**config.mk**
```make
export PLATFORM = sky130hd
export DESIGN_NAME = moving_quantile_filter
export DESIGN_NICKNAME = d
export VERILOG_FILES = /design/src/mqf_pkg.sv /design/src/moving_quantile_filter.sv /design/src/mqf_sort_unit.sv
export SDC_FILE = /design/constraint.sdc
export NUM_CORES = 2
export LEC_CHECK = 0
export BUFFER_PORTS_ARGS = -buffer_cell sky130_fd_sc_hd__buf_2
export CELL_PAD_IN_SITES_DETAIL_PLACEMENT = 1
export CELL_PAD_IN_SITES_GLOBAL_PLACEMENT = 1
export CORE_MARGIN = 5
export CORE_UTILIZATION = 55
export CTS_CLUSTER_SIZE = 28
export DETAILED_ROUTE_END_ITERATION = 7
export GPL_ROUTABILITY_DRIVEN = 0
export PLACE_DENSITY = 0.81
export SETUP_SLACK_MARGIN = 0.2
export SLEW_MARGIN = 20
export SYNTH_ARGS = -nofsm -noshare
export SYNTH_HDL_FRONTEND = slang
export SYNTH_SLANG_ARGS = --single-unit
```
**constraint.sdc**
```tcl
create_clock -name aclk -period 11.96 [get_ports aclk]
set_clock_uncertainty 0.1 [all_clocks]
set_input_delay 1.196 -clock aclk [delete_from_list [all_inputs] [get_ports aclk]]
set_output_delay 1.196 -clock aclk [all_outputs]
set_load 0.01 [all_outputs]
```
**src/mqf_pkg.sv**
```systemverilog
// Shared types and constants for the moving quantile filter.
`default_nettype none

package mqf_pkg;

    // Quantile is unsigned Q16: 65536 stands for 1.0
    localparam int QFRAC_BITS = 16;
    localparam int QF_BITS    = QFRAC_BITS + 1;
    localparam logic [QF_BITS-1:0] Q_ONE = QF_BITS'(1) << QFRAC_BITS;

    // Width of the window length register
    localparam int WLEN_BITS = 7;

    // Register indexes (paddr[2])
    localparam logic REG_WINDOW_LENGTH = 1'b0;
    localparam logic REG_QUANTILE_FRAC = 1'b1;

    // Command to the sorted-store update pass
    typedef struct packed {
        logic start;    // launch a pass this cycle
        logic descend;  // walk from the top entry downward
        logic seek;     // find and drop the evicted value before shifting
    } mqf_pass_ctl_t;

endpackage

`default_nettype wire

```
**src/moving_quantile_filter.sv**
```systemverilog
// Top level of the moving quantile filter: ring buffer, sequencer, multiplier, APB registers.
`default_nettype none

// Running q-quantile over the last window_length samples, linearly interpolated
// between neighboring order statistics (index q*(len-1) in Q16). The window is
// kept sorted in a single-port store that one compare/shift unit updates per
// beat: the evicted sample is dropped and the new one slid into place in a
// single walk over the store, one entry per cycle. The walk and the index and
// interpolation multiplies, which share one 17xSAMPLE_BITS multiplier, set how
// long a normal input beat takes. The first beat after any window_length write,
// unless it is a restart, rebuilds the sorted store from the ring by repeated
// insertion. s_tready is high only while the sequencer is idle; a finished
// result sits in the output register and does not hold off the next beat
// until the following result is due. A restart beat empties the window first.
// Registers: window_length at 0x0 (clamped to 1..WINDOW_MAX), quantile_frac
// at 0x4 (Q16, clamped to 65536).

module moving_quantile_filter #(
    parameter int WINDOW_MAX  = 64,
    parameter int SAMPLE_BITS = 16
) (
    input  wire                                   aclk,
    input  wire                                   aresetn,
    // input stream
    input  wire                                   s_tvalid,
    output logic                                  s_tready,
    input  wire  [((SAMPLE_BITS+7)/8)*8-1:0]      s_tdata,   // sample
    input  wire                                   s_tuser,   // restart
    // result stream
    output logic                                  m_tvalid,
    input  wire                                   m_tready,
    output logic [((SAMPLE_BITS+7)/8)*8-1:0]      m_tdata,   // quantile_value
    // configuration
    input  wire                                   psel,
    input  wire                                   penable,
    input  wire                                   pwrite,
    input  wire  [2:0]                            paddr,
    input  wire  [31:0]                           pwdata,
    output logic [31:0]                           prdata,
    output logic                                  pready
);

    import mqf_pkg::*;

    localparam int AW = $clog2(WINDOW_MAX);
    localparam int CW = AW + 1;
    localparam int SB = SAMPLE_BITS;
    localparam int DW = ((SAMPLE_BITS + 7) / 8) * 8;
    localparam int EW = (CW > WLEN_BITS) ? CW : WLEN_BITS;
    localparam int PW = QF_BITS + SAMPLE_BITS;

    localparam logic [3:0] ST_IDLE    = 4'd0;
    localparam logic [3:0] ST_EVICT   = 4'd1;
    localparam logic [3:0] ST_GROW    = 4'd2;
    localparam logic [3:0] ST_RB_READ = 4'd3;
    localparam logic [3:0] ST_RB_WAIT = 4'd4;
    localparam logic [3:0] ST_PASS    = 4'd5;
    localparam logic [3:0] ST_MUL     = 4'd6;
    localparam logic [3:0] ST_RD0     = 4'd7;
    localparam logic [3:0] ST_RD1     = 4'd8;
    localparam logic [3:0] ST_DIFF    = 4'd9;
    localparam logic [3:0] ST_MUL2    = 4'd10;
    localparam logic [3:0] ST_OUT     = 4'd11;

    // (ptr - steps) modulo WINDOW_MAX, steps <= WINDOW_MAX
    function automatic logic [AW-1:0] ring_back(input logic [AW-1:0] ptr,
                                                input logic [CW-1:0] steps);
        logic [CW-1:0] diff;
        diff = {1'b0, ptr} - steps;
        if (diff[CW-1]) begin
            diff = diff + CW'(WINDOW_MAX);
        end
        return diff[AW-1:0];
    endfunction

    // ---------------- configuration registers ----------------
    logic [WLEN_BITS-1:0] wl_reg, wl_next;
    logic [QF_BITS-1:0]   q_reg, q_next;
    logic                 cfg_wr;

    assign pready = 1'b1;
    assign cfg_wr = psel & penable & pwrite & pready;
    assign prdata = (paddr[2] == REG_QUANTILE_FRAC) ? 32'(q_reg) : 32'(wl_reg);

    // ---------------- sequencer state ----------------
    logic [3:0]            state_reg, state_next;
    logic [AW-1:0]         wp_reg, wp_next;          // next ring slot to write
    logic [CW-1:0]         fill_reg, fill_next;      // samples held since restart
    logic [CW-1:0]         len_reg, len_next;        // length the sorted store holds
    logic [CW-1:0]         base_len_reg, base_len_next;
    logic [CW-1:0]         k_reg, k_next;            // rebuild insertion count
    logic                  dirty_reg, dirty_next;    // window_length changed
    logic                  rb_reg, rb_next;          // this beat rebuilds
    logic [SB-1:0]         sample_reg, sample_next;
    logic [PW-1:0]         prod_reg, prod_next;
    logic [SB-1:0]         w0_reg, w0_next;
    logic [SB-1:0]         diff_reg, diff_next;
    logic                  m_tvalid_reg, m_tvalid_next;
    logic [SB-1:0]         quantile_reg, quantile_next;

    // ---------------- ring buffer (arrival order) ----------------
    logic [SB-1:0]         ring_mem [WINDOW_MAX];
    logic [SB-1:0]         ring_rdata_reg;
    logic [AW-1:0]         ring_raddr;
    logic                  ring_we;
    logic [AW-1:0]         ring_waddr;

    // ---------------- sort unit hookup ----------------
    mqf_pass_ctl_t         pass_ctl;
    logic [CW-1:0]         pass_count;
    logic [SB-1:0]         pass_value;
    logic [AW-1:0]         sort_raddr;
    logic [SB-1:0]         sort_rdata;
    logic                  pass_done;

    // ---------------- datapath helpers ----------------
    logic                  accept;
    logic                  restart;
    logic [AW-1:0]         wp_eff;
    logic [CW-1:0]         fill_eff;
    logic [CW-1:0]         fill_new;
    logic [EW-1:0]         wl_ext;
    logic [CW-1:0]         wl_eff;
    logic [CW-1:0]         len_new;
    logic [QF_BITS-1:0]    q_eff;
    logic [AW-1:0]         len_m1;
    logic [AW-1:0]         i0;
    logic [QFRAC_BITS-1:0] frac;
    logic [QF_BITS-1:0]    mul_a;
    logic [SB-1:0]         mul_b;
    logic [PW-1:0]         mul_p;
    logic [SB-1:0]         res;

    assign s_tready = (state_reg == ST_IDLE);
    assign accept   = s_tvalid & s_tready;
    assign restart  = s_tuser;
    assign m_tvalid = m_tvalid_reg;
    assign m_tdata  = DW'(quantile_reg);

    // effective settings, clamped to their legal ranges
    always_comb begin
        wl_ext = EW'(wl_reg);
        if (wl_ext == '0) begin
            wl_eff = CW'(1);
        end else if (wl_ext > EW'(WINDOW_MAX)) begin
            wl_eff = CW'(WINDOW_MAX);
        end else begin
            wl_eff = CW'(wl_ext);
        end
        q_eff = (q_reg > Q_ONE) ? Q_ONE : q_reg;
    end

    // beat acceptance arithmetic
    assign wp_eff   = restart ? '0 : wp_reg;
    assign fill_eff = restart ? '0 : fill_reg;
    assign fill_new = (fill_eff == CW'(WINDOW_MAX)) ? fill_eff : fill_eff + CW'(1);
    assign len_new  = (fill_new < wl_eff) ? fill_new : wl_eff;

    // interpolation index: pos = q*(len-1), i0 = pos >> 16, frac = pos & 0xFFFF
    assign len_m1 = AW'(len_reg - CW'(1));
    assign i0     = prod_reg[QFRAC_BITS +: AW];
    assign frac   = prod_reg[QFRAC_BITS-1:0];
    assign res    = w0_reg + prod_reg[QFRAC_BITS +: SB];

    // shared multiplier
    assign mul_p = PW'(mul_a) * PW'(mul_b);

    always_comb begin
        state_next    = state_reg;
        wp_next       = wp_reg;
        fill_next     = fill_reg;
        len_next      = len_reg;
        base_len_next = base_len_reg;
        k_next        = k_reg;
        dirty_next    = dirty_reg;
        rb_next       = rb_reg;
        sample_next   = sample_reg;
        prod_next     = prod_reg;
        w0_next       = w0_reg;
        diff_next     = diff_reg;
        wl_next       = wl_reg;
        q_next        = q_reg;
        m_tvalid_next = m_tvalid_reg & ~m_tready;
        quantile_next = quantile_reg;

        ring_we    = 1'b0;
        ring_waddr = wp_eff;
        ring_raddr = ring_back(wp_eff, len_reg);   // slot leaving the window

        pass_ctl   = '0;
        pass_count = base_len_reg;
        pass_value = sample_reg;
        sort_raddr = i0;

        mul_a = q_eff;
        mul_b = SB'(len_m1);

        case (state_reg)
            ST_IDLE: begin
                if (accept) begin
                    sample_next   = s_tdata[SB-1:0];
                    ring_we       = 1'b1;
                    wp_next       = (wp_eff == AW'(WINDOW_MAX - 1)) ? '0 : wp_eff + AW'(1);
                    fill_next     = fill_new;
                    len_next      = len_new;
                    base_len_next = restart ? '0 : len_reg;
                    k_next        = '0;
                    dirty_next    = 1'b0;
                    rb_next       = dirty_reg & ~restart;
                    if (dirty_reg && !restart) begin
                        state_next = ST_RB_READ;
                    end else if (restart || len_new != len_reg) begin
                        state_next = ST_GROW;
                    end else begin
                        state_next = ST_EVICT;
                    end
                end
            end
            ST_EVICT: begin
                // ring read data holds the evicted sample
                pass_ctl.start   = 1'b1;
                pass_ctl.seek    = 1'b1;
                pass_ctl.descend = $signed(sample_reg) < $signed(ring_rdata_reg);
                pass_count       = len_reg;
                state_next       = ST_PASS;
            end
            ST_GROW: begin
                pass_ctl.start   = 1'b1;
                pass_ctl.descend = 1'b1;
                state_next       = ST_PASS;
            end
            ST_RB_READ: begin
                ring_raddr = ring_back(wp_reg, k_reg + CW'(1));
                state_next = ST_RB_WAIT;
            end
            ST_RB_WAIT: begin
                pass_ctl.start   = 1'b1;
                pass_ctl.descend = 1'b1;
                pass_count       = k_reg;
                pass_value       = ring_rdata_reg;
                state_next       = ST_PASS;
            end
            ST_PASS: begin
                if (pass_done) begin
                    if (rb_reg && (k_reg + CW'(1) != len_reg)) begin
                        k_next     = k_reg + CW'(1);
                        state_next = ST_RB_READ;
                    end else begin
                        state_next = ST_MUL;
                    end
                end
            end
            ST_MUL: begin
                prod_next  = mul_p;
                state_next = ST_RD0;
            end
            ST_RD0: begin
                state_next = ST_RD1;
            end
            ST_RD1: begin
                // upper neighbor only matters when the fraction is nonzero
                sort_raddr = (frac == '0) ? i0 : i0 + AW'(1);
                w0_next    = sort_rdata;
                state_next = ST_DIFF;
            end
            ST_DIFF: begin
                diff_next  = sort_rdata - w0_reg;
                state_next = ST_MUL2;
            end
            ST_MUL2: begin
                mul_a      = QF_BITS'(frac);
                mul_b      = diff_reg;
                prod_next  = mul_p;
                state_next = ST_OUT;
            end
            ST_OUT: begin
                if (!m_tvalid_reg || m_tready) begin
                    m_tvalid_next = 1'b1;
                    quantile_next = res;
                    state_next    = ST_IDLE;
                end
            end
            default: begin
                state_next = ST_IDLE;
            end
        endcase

        if (cfg_wr) begin
            if (paddr[2] == REG_WINDOW_LENGTH) begin
                wl_next    = pwdata[WLEN_BITS-1:0];
                dirty_next = 1'b1;
            end else begin
                q_next = pwdata[QF_BITS-1:0];
            end
        end
    end

    always_ff @(posedge aclk) begin
        if (ring_we) begin
            ring_mem[ring_waddr] <= s_tdata[SB-1:0];
        end
        ring_rdata_reg <= ring_mem[ring_raddr];
    end

    always_ff @(posedge aclk) begin
        if (!aresetn) begin
            state_reg    <= ST_IDLE;
            wp_reg       <= '0;
            fill_reg     <= '0;
            len_reg      <= '0;
            base_len_reg <= '0;
            k_reg        <= '0;
            dirty_reg    <= 1'b0;
            rb_reg       <= 1'b0;
            wl_reg       <= WLEN_BITS'(1);
            q_reg        <= QF_BITS'(32768);
            m_tvalid_reg <= 1'b0;
        end else begin
            state_reg    <= state_next;
            wp_reg       <= wp_next;
            fill_reg     <= fill_next;
            len_reg      <= len_next;
            base_len_reg <= base_len_next;
            k_reg        <= k_next;
            dirty_reg    <= dirty_next;
            rb_reg       <= rb_next;
            wl_reg       <= wl_next;
            q_reg        <= q_next;
            m_tvalid_reg <= m_tvalid_next;
        end
        sample_reg   <= sample_next;
        prod_reg     <= prod_next;
        w0_reg       <= w0_next;
        diff_reg     <= diff_next;
        quantile_reg <= quantile_next;
    end

    mqf_sort_unit #(
        .WINDOW_MAX  (WINDOW_MAX),
        .SAMPLE_BITS (SAMPLE_BITS)
    ) u_sort (
        .aclk       (aclk),
        .aresetn    (aresetn),
        .pass_ctl   (pass_ctl),
        .pass_count (pass_count),
        .pass_value (pass_value),
        .pass_evict (ring_rdata_reg),
        .rd_addr    (sort_raddr),
        .rd_data    (sort_rdata),
        .pass_done  (pass_done)
    );

endmodule

`default_nettype wire

```
**src/mqf_sort_unit.sv**
```systemverilog
// Sorted window store with the shared compare/shift unit that updates it.
`default_nettype none

module mqf_sort_unit #(
    parameter int WINDOW_MAX  = 64,
    parameter int SAMPLE_BITS = 16
) (
    input  wire                                 aclk,
    input  wire                                 aresetn,
    input  mqf_pkg::mqf_pass_ctl_t              pass_ctl,
    input  wire  [$clog2(WINDOW_MAX):0]         pass_count,
    input  wire  [SAMPLE_BITS-1:0]              pass_value,
    input  wire  [SAMPLE_BITS-1:0]              pass_evict,
    input  wire  [$clog2(WINDOW_MAX)-1:0]       rd_addr,
    output logic [SAMPLE_BITS-1:0]              rd_data,
    output logic                                pass_done
);

    import mqf_pkg::*;

    localparam int AW = $clog2(WINDOW_MAX);
    localparam int CW = AW + 1;

    logic [SAMPLE_BITS-1:0] mem [WINDOW_MAX];
    logic [SAMPLE_BITS-1:0] rdata_reg;

    logic                   busy_reg, busy_next;
    logic                   descend_reg, descend_next;
    logic                   seek_reg, seek_next;
    logic                   dvalid_reg, dvalid_next;
    logic [CW-1:0]          remain_reg, remain_next;
    logic [AW-1:0]          ridx_reg, ridx_next;
    logic [AW-1:0]          didx_reg, didx_next;
    logic [AW-1:0]          end_reg, end_next;
    logic [SAMPLE_BITS-1:0] val_reg, val_next;
    logic [SAMPLE_BITS-1:0] evict_reg, evict_next;

    logic [AW-1:0]          first_addr;
    logic [AW-1:0]          nb_addr;
    logic [AW-1:0]          mem_raddr;
    logic                   mem_we;
    logic [AW-1:0]          mem_waddr;
    logic [SAMPLE_BITS-1:0] mem_wdata;
    logic                   a_gt;
    logic                   shift;
    logic                   finish;

    assign rd_data   = rdata_reg;
    assign pass_done = finish;

    always_comb begin
        busy_next    = busy_reg;
        descend_next = descend_reg;
        seek_next    = seek_reg;
        dvalid_next  = 1'b0;
        remain_next  = remain_reg;
        ridx_next    = ridx_reg;
        didx_next    = didx_reg;
        end_next     = end_reg;
        val_next     = val_reg;
        evict_next   = evict_reg;
        mem_raddr    = rd_addr;
        mem_we       = 1'b0;
        mem_waddr    = end_reg;
        mem_wdata    = val_reg;
        finish       = 1'b0;

        first_addr = pass_ctl.descend ? AW'(pass_count - CW'(1)) : '0;
        // neighbor slot that a shifted entry moves into
        nb_addr = descend_reg ? didx_reg + AW'(1) : didx_reg - AW'(1);
        a_gt    = $signed(rdata_reg) > $signed(val_reg);
        shift   = descend_reg ? a_gt : !a_gt;

        if (pass_ctl.start) begin
            busy_next    = 1'b1;
            descend_next = pass_ctl.descend;
            seek_next    = pass_ctl.seek;
            val_next     = pass_value;
            evict_next   = pass_evict;
            end_next     = pass_ctl.descend ? '0 : AW'(pass_count - CW'(1));
            mem_raddr    = first_addr;
            dvalid_next  = (pass_count != '0);
            didx_next    = first_addr;
            remain_next  = (pass_count != '0) ? pass_count - CW'(1) : '0;
            ridx_next    = pass_ctl.descend ? first_addr - AW'(1) : first_addr + AW'(1);
        end else if (busy_reg) begin
            mem_raddr = ridx_reg;
            if (dvalid_reg) begin
                if (seek_reg) begin
                    if (rdata_reg == evict_reg) begin
                        seek_next = 1'b0;
                    end
                end else if (shift) begin
                    mem_we    = 1'b1;
                    mem_waddr = nb_addr;
                    mem_wdata = rdata_reg;
                end else begin
                    mem_we    = 1'b1;
                    mem_waddr = nb_addr;
                    finish    = 1'b1;
                end
            end else begin
                // ran off the end: new value lands at the far slot
                mem_we = 1'b1;
                finish = 1'b1;
            end
            if (finish) begin
                busy_next = 1'b0;
            end else if (remain_reg != '0) begin
                dvalid_next = 1'b1;
                didx_next   = ridx_reg;
                remain_next = remain_reg - CW'(1);
                ridx_next   = descend_reg ? ridx_reg - AW'(1) : ridx_reg + AW'(1);
            end
        end
    end

    always_ff @(posedge aclk) begin
        if (mem_we) begin
            mem[mem_waddr] <= mem_wdata;
        end
        rdata_reg <= mem[mem_raddr];
    end

    always_ff @(posedge aclk) begin
        if (!aresetn) begin
            busy_reg   <= 1'b0;
            seek_reg   <= 1'b0;
            dvalid_reg <= 1'b0;
            remain_reg <= '0;
        end else begin
            busy_reg   <= busy_next;
            seek_reg   <= seek_next;
            dvalid_reg <= dvalid_next;
            remain_reg <= remain_next;
        end
        descend_reg <= descend_next;
        ridx_reg    <= ridx_next;
        didx_reg    <= didx_next;
        end_reg     <= end_next;
        val_reg     <= val_next;
        evict_reg   <= evict_next;
    end

endmodule

`default_nettype wire

```
### Yosys cells after proc, flatten, opt, wreduce, memory -nomap -nowiden

Memory sizes are Yosys's and may differ from the RTL's. A register that Yosys moved wholly into a read port is not among the register bits.
Cells that the tools add are included.

| word-level totals | value |
|---|---|
| bits in registers | 222 |
| RAM bits | 2048 |
| input bits | 59 |
| logic and storage cells | 205 |
| memories | 2 |

| operators by class | value |
|---|---|
| $add $sub $neg | 19 |
| multiply operators | 1 |
| $lt $le $gt $ge | 5 |
| equality and inequality tests | 21 |
| muxes and demuxes | 96 |
| bitwise operators | 8 |
| reductions and logical operators | 27 |

Memories:

| name | words | bits a word | rd ports | clocked after Yosys merged registers in | wr ports | RTL line | source |
|---|---|---|---|---|---|---|---|
| ring_mem | 64 | 16 | 1 | 1 | 1 | moving_quantile_filter.sv:102 | `logic [SB-1:0] ring_mem [WINDOW_MAX];` |
| u_sort.mem | 64 | 16 | 1 | 1 | 1 | mqf_sort_unit.sv:24 | `logic [SAMPLE_BITS-1:0] mem [WINDOW_MAX];` |

Operators by type and width:

| kind | count |
|---|---|
| $mux 6 | 25 |
| $mux 16 | 7 |
| $mux 7 | 14 |
| $mux 17 | 3 |
| $add 6x1->6 const B | 7 |
| $pmux 4 s10 | 1 |
| $mux 1 | 37 |
| $mul 17x16->32 | 1 |
| $pmux 7 s2 | 2 |
| $sub 6x1->6 const B | 4 |
| $gt 17x17->1 const B | 1 |
| $add 16x16->16 | 1 |
| $eq 16x16->1 | 1 |
| $eq 4x3->1 const B | 4 |
| $eq 4x4->1 const B | 4 |
| $gt 16x16->1 | 1 |
| $logic_not 16->1 | 1 |
| $lt 16x16->1 | 1 |
| $sub 16x16->16 | 1 |
| $add 7x1->7 const B | 2 |
| $ne 7x7->1 | 2 |
| $reduce_bool 7->1 | 2 |
| $sub 6x7->7 | 2 |
| $sub 7x1->7 const B | 2 |
| other kinds (25) | 51 |

### Depth between registers and ports, before layout

| logic depth | value |
|---|---|
| depth after elaboration | 12 |
| mapped depth | 33 |
| gate-level depth less buffers | 31 |

### Hierarchy

Synthesis repeated with hierarchy kept, for this count alone.

| unflattened totals | value |
|---|---|
| cell total of the unflattened synthesis | 6694 |
| area, all modules | 102490.8 um^2 |

By module, submodules not included:

| module | times used | cells each | area each (um^2) |
|---|---|---|---|
| moving_quantile_filter | 1 | 4544 | 58553.7 |
| mqf_sort_unit | 1 | 2150 | 43937.1 |

### Worst setup path after synthesis

Ideal clock, no wire load.

| timing | value |
|---|---|
| path type | register -> register |
| start | reg state_reg[2] |
| end | reg prod_reg[30] (data pin) |
| library setup time | 0.258 ns |
| data arrival time | 7.363 ns |
| slack | 4.239 ns |
| cell stages (with the launch flop) | 30 |
| buffers on the path | 3 |
| period minus slack after synthesis | 7.721 ns |
| cells stage by stage | dfxtp_1 -> buf_2 -> clkbuf_1 -> nand2b_1 -> nor2_1 -> a21oi_1 -> clkbuf_1 -> a22o_1 -> nand2_1 -> fa_1 -> fa_1 -> inv_1 -> fa_1 -> fa_1 -> fa_1 -> inv_1 -> fa_1 -> inv_1 -> ha_1 -> a21o_1 -> a21oi_1 -> nor2b_1 -> o21ai_0 -> nand2b_1 -> a2111oi_0 -> o31ai_1 -> nor2_1 -> o2111ai_1 -> a21oi_1 -> xnor2_1 |

| on the way | value |
|---|---|
| cells in the longest elaborated chain, start to end | 3 |
| elaborated cells on any way between the ends | 4 |

RTL lines:

| element | RTL line | source |
|---|---|---|
| from (decl) | moving_quantile_filter.sv:86 | `logic [3:0] state_reg, state_next;` |
| from (signal assigned) | moving_quantile_filter.sv:319 | `state_reg <= state_next;` |
| $eq 4x4->1 (*) | moving_quantile_filter.sv:198 | `case (state_reg)` |
| $mux 17 or $mux 16 (tied branches) | moving_quantile_filter.sv:198 |  |
| $mul 17x16->32 (*) | moving_quantile_filter.sv:166 | `assign mul_p = PW'(mul_a) * PW'(mul_b);` |
| net mul_p[30] | moving_quantile_filter.sv:131 | `logic [PW-1:0] mul_p;` |
| to (signal assigned) | moving_quantile_filter.sv:332 | `prod_reg <= prod_next;` |
| to (decl) | moving_quantile_filter.sv:95 | `logic [PW-1:0] prod_reg, prod_next;` |

The timed path passes the listed nets; every way through them passes the cells marked *.
A chain may end at the register's enable or synchronous reset.

### Final worst setup path

| timing | value |
|---|---|
| start | reg state_reg[1] |
| end | reg prod_reg[31] (data pin) |

Same word-level chain as after synthesis.

==> flow_summary.ini <==
[clocking]
tritoncts = yes
numCtsBuffers = 224
htree_levels = 4
clkTransAtPathRegs_ns = 0.06
ctsLongestPathBuffers = 3
cts_root_buf = clkbuf_16
cts.sinks = 2302
post_cts_buffers = 0
worstSkewPairLatency_ns = 0.89
hold_buffers = 0
cts.repair.resized = 0

[worst_setup_path]
path_class = reg -> reg
crit_slowest_cell = buf_4
crit_family = adder cells
cp.required_ns = 12.47
crit_arrival_ns = 10.07
timing.critical_path.buf_inv = 3
crit_top_cell = fa_1
end_kind = flip-flop
cpPeakStageDelay_ns = 0.94
critical_path.startpoint_type = flip-flop
cp_max_fo = 112

[synthesis]
syn_inst = 6698
ys_seq_area_share_pct = 66.1
synth_area_um2 = 103000
synth_most_common_cell = edfxtp_1
ys_warn_count = 0
netlist.area_leader.share_pct = 64.0
avgSynthCellArea_um2 = 15.4
synth_area_leaders = edfxtp_1 64%, mux4_2 5.6%, fa_1 4.1%
ys_types = 93
ys_seq_elements = 2302
synth_largest_area_cell = edfxtp_1
ys.flop_type = edfxtp_1
async_flop_share_pct = 0
synthTopCellsByCount = 2,195 x edfxtp_1, 575 x nand2_1, 420 x mux2i_1
synth_edf_count = 2195

[layout]
drive_gt1_share_pct = 15.3
syn2layout_area_growth_pct = 11.0
finalNonFillerCells = 9541
nets = 7328

[detailed_routing]
finalWirelength_um = 287000
post_drt_wl_per_cell_um = 30.1
first_pass_iters = 5
drtIter0Drc = 6620
drc = 0
ant_nets = 0
vias_per_cell = 6.44
dr_total_vias = 61400

[grt]
track_usage_pct = 29.0
grt_max_degree = 139
grt_pass1_vias = 66000
antenna_found_initial = 7
grt_pass1_wl_um = 429000
grt.overflow.total = 0

[timing]
final_hold_viol_count = 0
rsz0062_at_grt = false
period_needed_ns = 9.56
fin_hold_ws_ns = 0.358
worst_pin_slew_ns = 1.28
finalMaxSlewViolations = 0
clock.fmax_mhz = 105
finalCritPeriodShare_pct = 79.9
setup_viol = 0
slew-limit-headroom_pct = 13.8
final.setup.tns_ns = 0
worst_slack_ns = 2.40

[floorplan]
num_rows = 158
core_area_um2 = 186000
die_area_um2 = 196000
die_x_um = 443
ioPinCount = 110
initial_core_util_pct = 55.4
dieHeight_um = 443

[power_and_ir_drop]
vdd_drop_max_v = 0.000570
powerDensity_nw_per_um2 = 283
p_leak_nw = 40.5

[place]
pre_cts_ws_ns = 2.48
port_buffers = 76
dp.cells = 9112
place_hpwl_um = 172000

[outcome]
outcome = completed

[job]
drv_cap = 0

[worst_hold_path]
hold_path_class = reg -> reg
-- kinds of logic after synthesis --
logic type                 after synthesis  share of synthesized area (%)
DFF                                   2302                           66.1
and+or+nand+nor                       1563                           7.12
muxes                                  788                           10.9
AOI/OAI and AO/OA                      784                           5.26
buffers and inverters                  716                           2.89
adders and majority gates              409                           6.53
xor gates and xnor gates               134                           1.15
other                                    2                        0.00730
-- layout make-up --
| class | count | area (um^2) |
|---|---|---|
| antenna | 4 | 10.0 |
| clock buffer | 267 | 5830 |
| clock inverter | 156 | 1500 |
| fill | 16800 | 71600 |
| inverter | 356 | 1340 |
| multi-input combinational | 3703 | 32400 |
| sequential | 2302 | 68100 |
| tap | 2480 | 3100 |
| timing repair buffer | 273 | 2010 |
-- where the power goes --
part           total (mW)  internal (mW)  switching, mW
Sequential           10.2           9.88          0.333
Combinational        15.0           5.06           9.95
Clock                7.09           3.97           3.12
Total                32.3           18.9           13.4
-- worst paths after layout --
check / cells after the start / from / slack, ns / end
max reg2reg: 25 / state_reg[1]$_SDFFE_PN0P_ / 2.40 / prod_reg[31]$_DFFE_PP_
max: 25 / state_reg[1]$_SDFFE_PN0P_ / 2.40 / prod_reg[31]$_DFFE_PP_
min: 0 / ring_rdata_reg[11]$_DFF_P_ / 0.36 / u_sort.evict_reg[11]$_DFFE_PN_
min reg2reg: 0 / ring_rdata_reg[11]$_DFF_P_ / 0.36 / u_sort.evict_reg[11]$_DFFE_PN_
-- worst register-to-register path, cell delays in order (launching register included) --
cell and delay, ns:
dfxtp_1 0.79, nand2b_1 0.30, nor2_4 0.73, buf_4 0.95
and2_1 0.51, a31oi_1 0.23, nor2_1 0.23, fa_1 0.46
fa_1 0.51, ha_1 0.15, inv_1 0.05, fa_1 0.49
inv_1 0.06, fa_1 0.57, fa_1 0.44, ha_1 0.24
nor4_1 0.27, o21ai_0 0.22, a31o_2 0.29, o21ai_0 0.61
nor4b_1 0.20, o21ai_0 0.33, a21oi_1 0.12, o21ai_0 0.22
nand2b_1 0.10, xor2_1 0.15
-- layout by cell type, fill, tap and decap left out, types with 193 or more instances in the layout --
cell type / Yosys / routed
inv_1: 349 / 348
ha_1: 196 / 196
buf_4: 40 / 193
mux4_2: 257 / 257
edfxtp_1: 2195 / 2195
fa_1: 213 / 213
mux2i_1: 420 / 418
a211oi_1: 219 / 219
clkbuf_16: 0 / 227
nor2_1: 361 / 339
nand2_1: 575 / 575
-- per-layer routing --
metal	track usage (%)	routed length [um]
met5	0	24
met4	11.2	12000
met3	4.93	21600
met2	49.3	145000
met1	37.7	109000
-- through the flow --
stage	instance area (um^2)	util (%)	total power, mW
floorplan	103000	-	19.8
global placement	107000	57.5	24.3
detailed placement	107000	57.5	24.9
CTS	114000	61.4	32.2
global route	114000	61.5	33.5
finish	114000	61.5	32.3
Note: power is estimated with default switching activity, not from simulation.
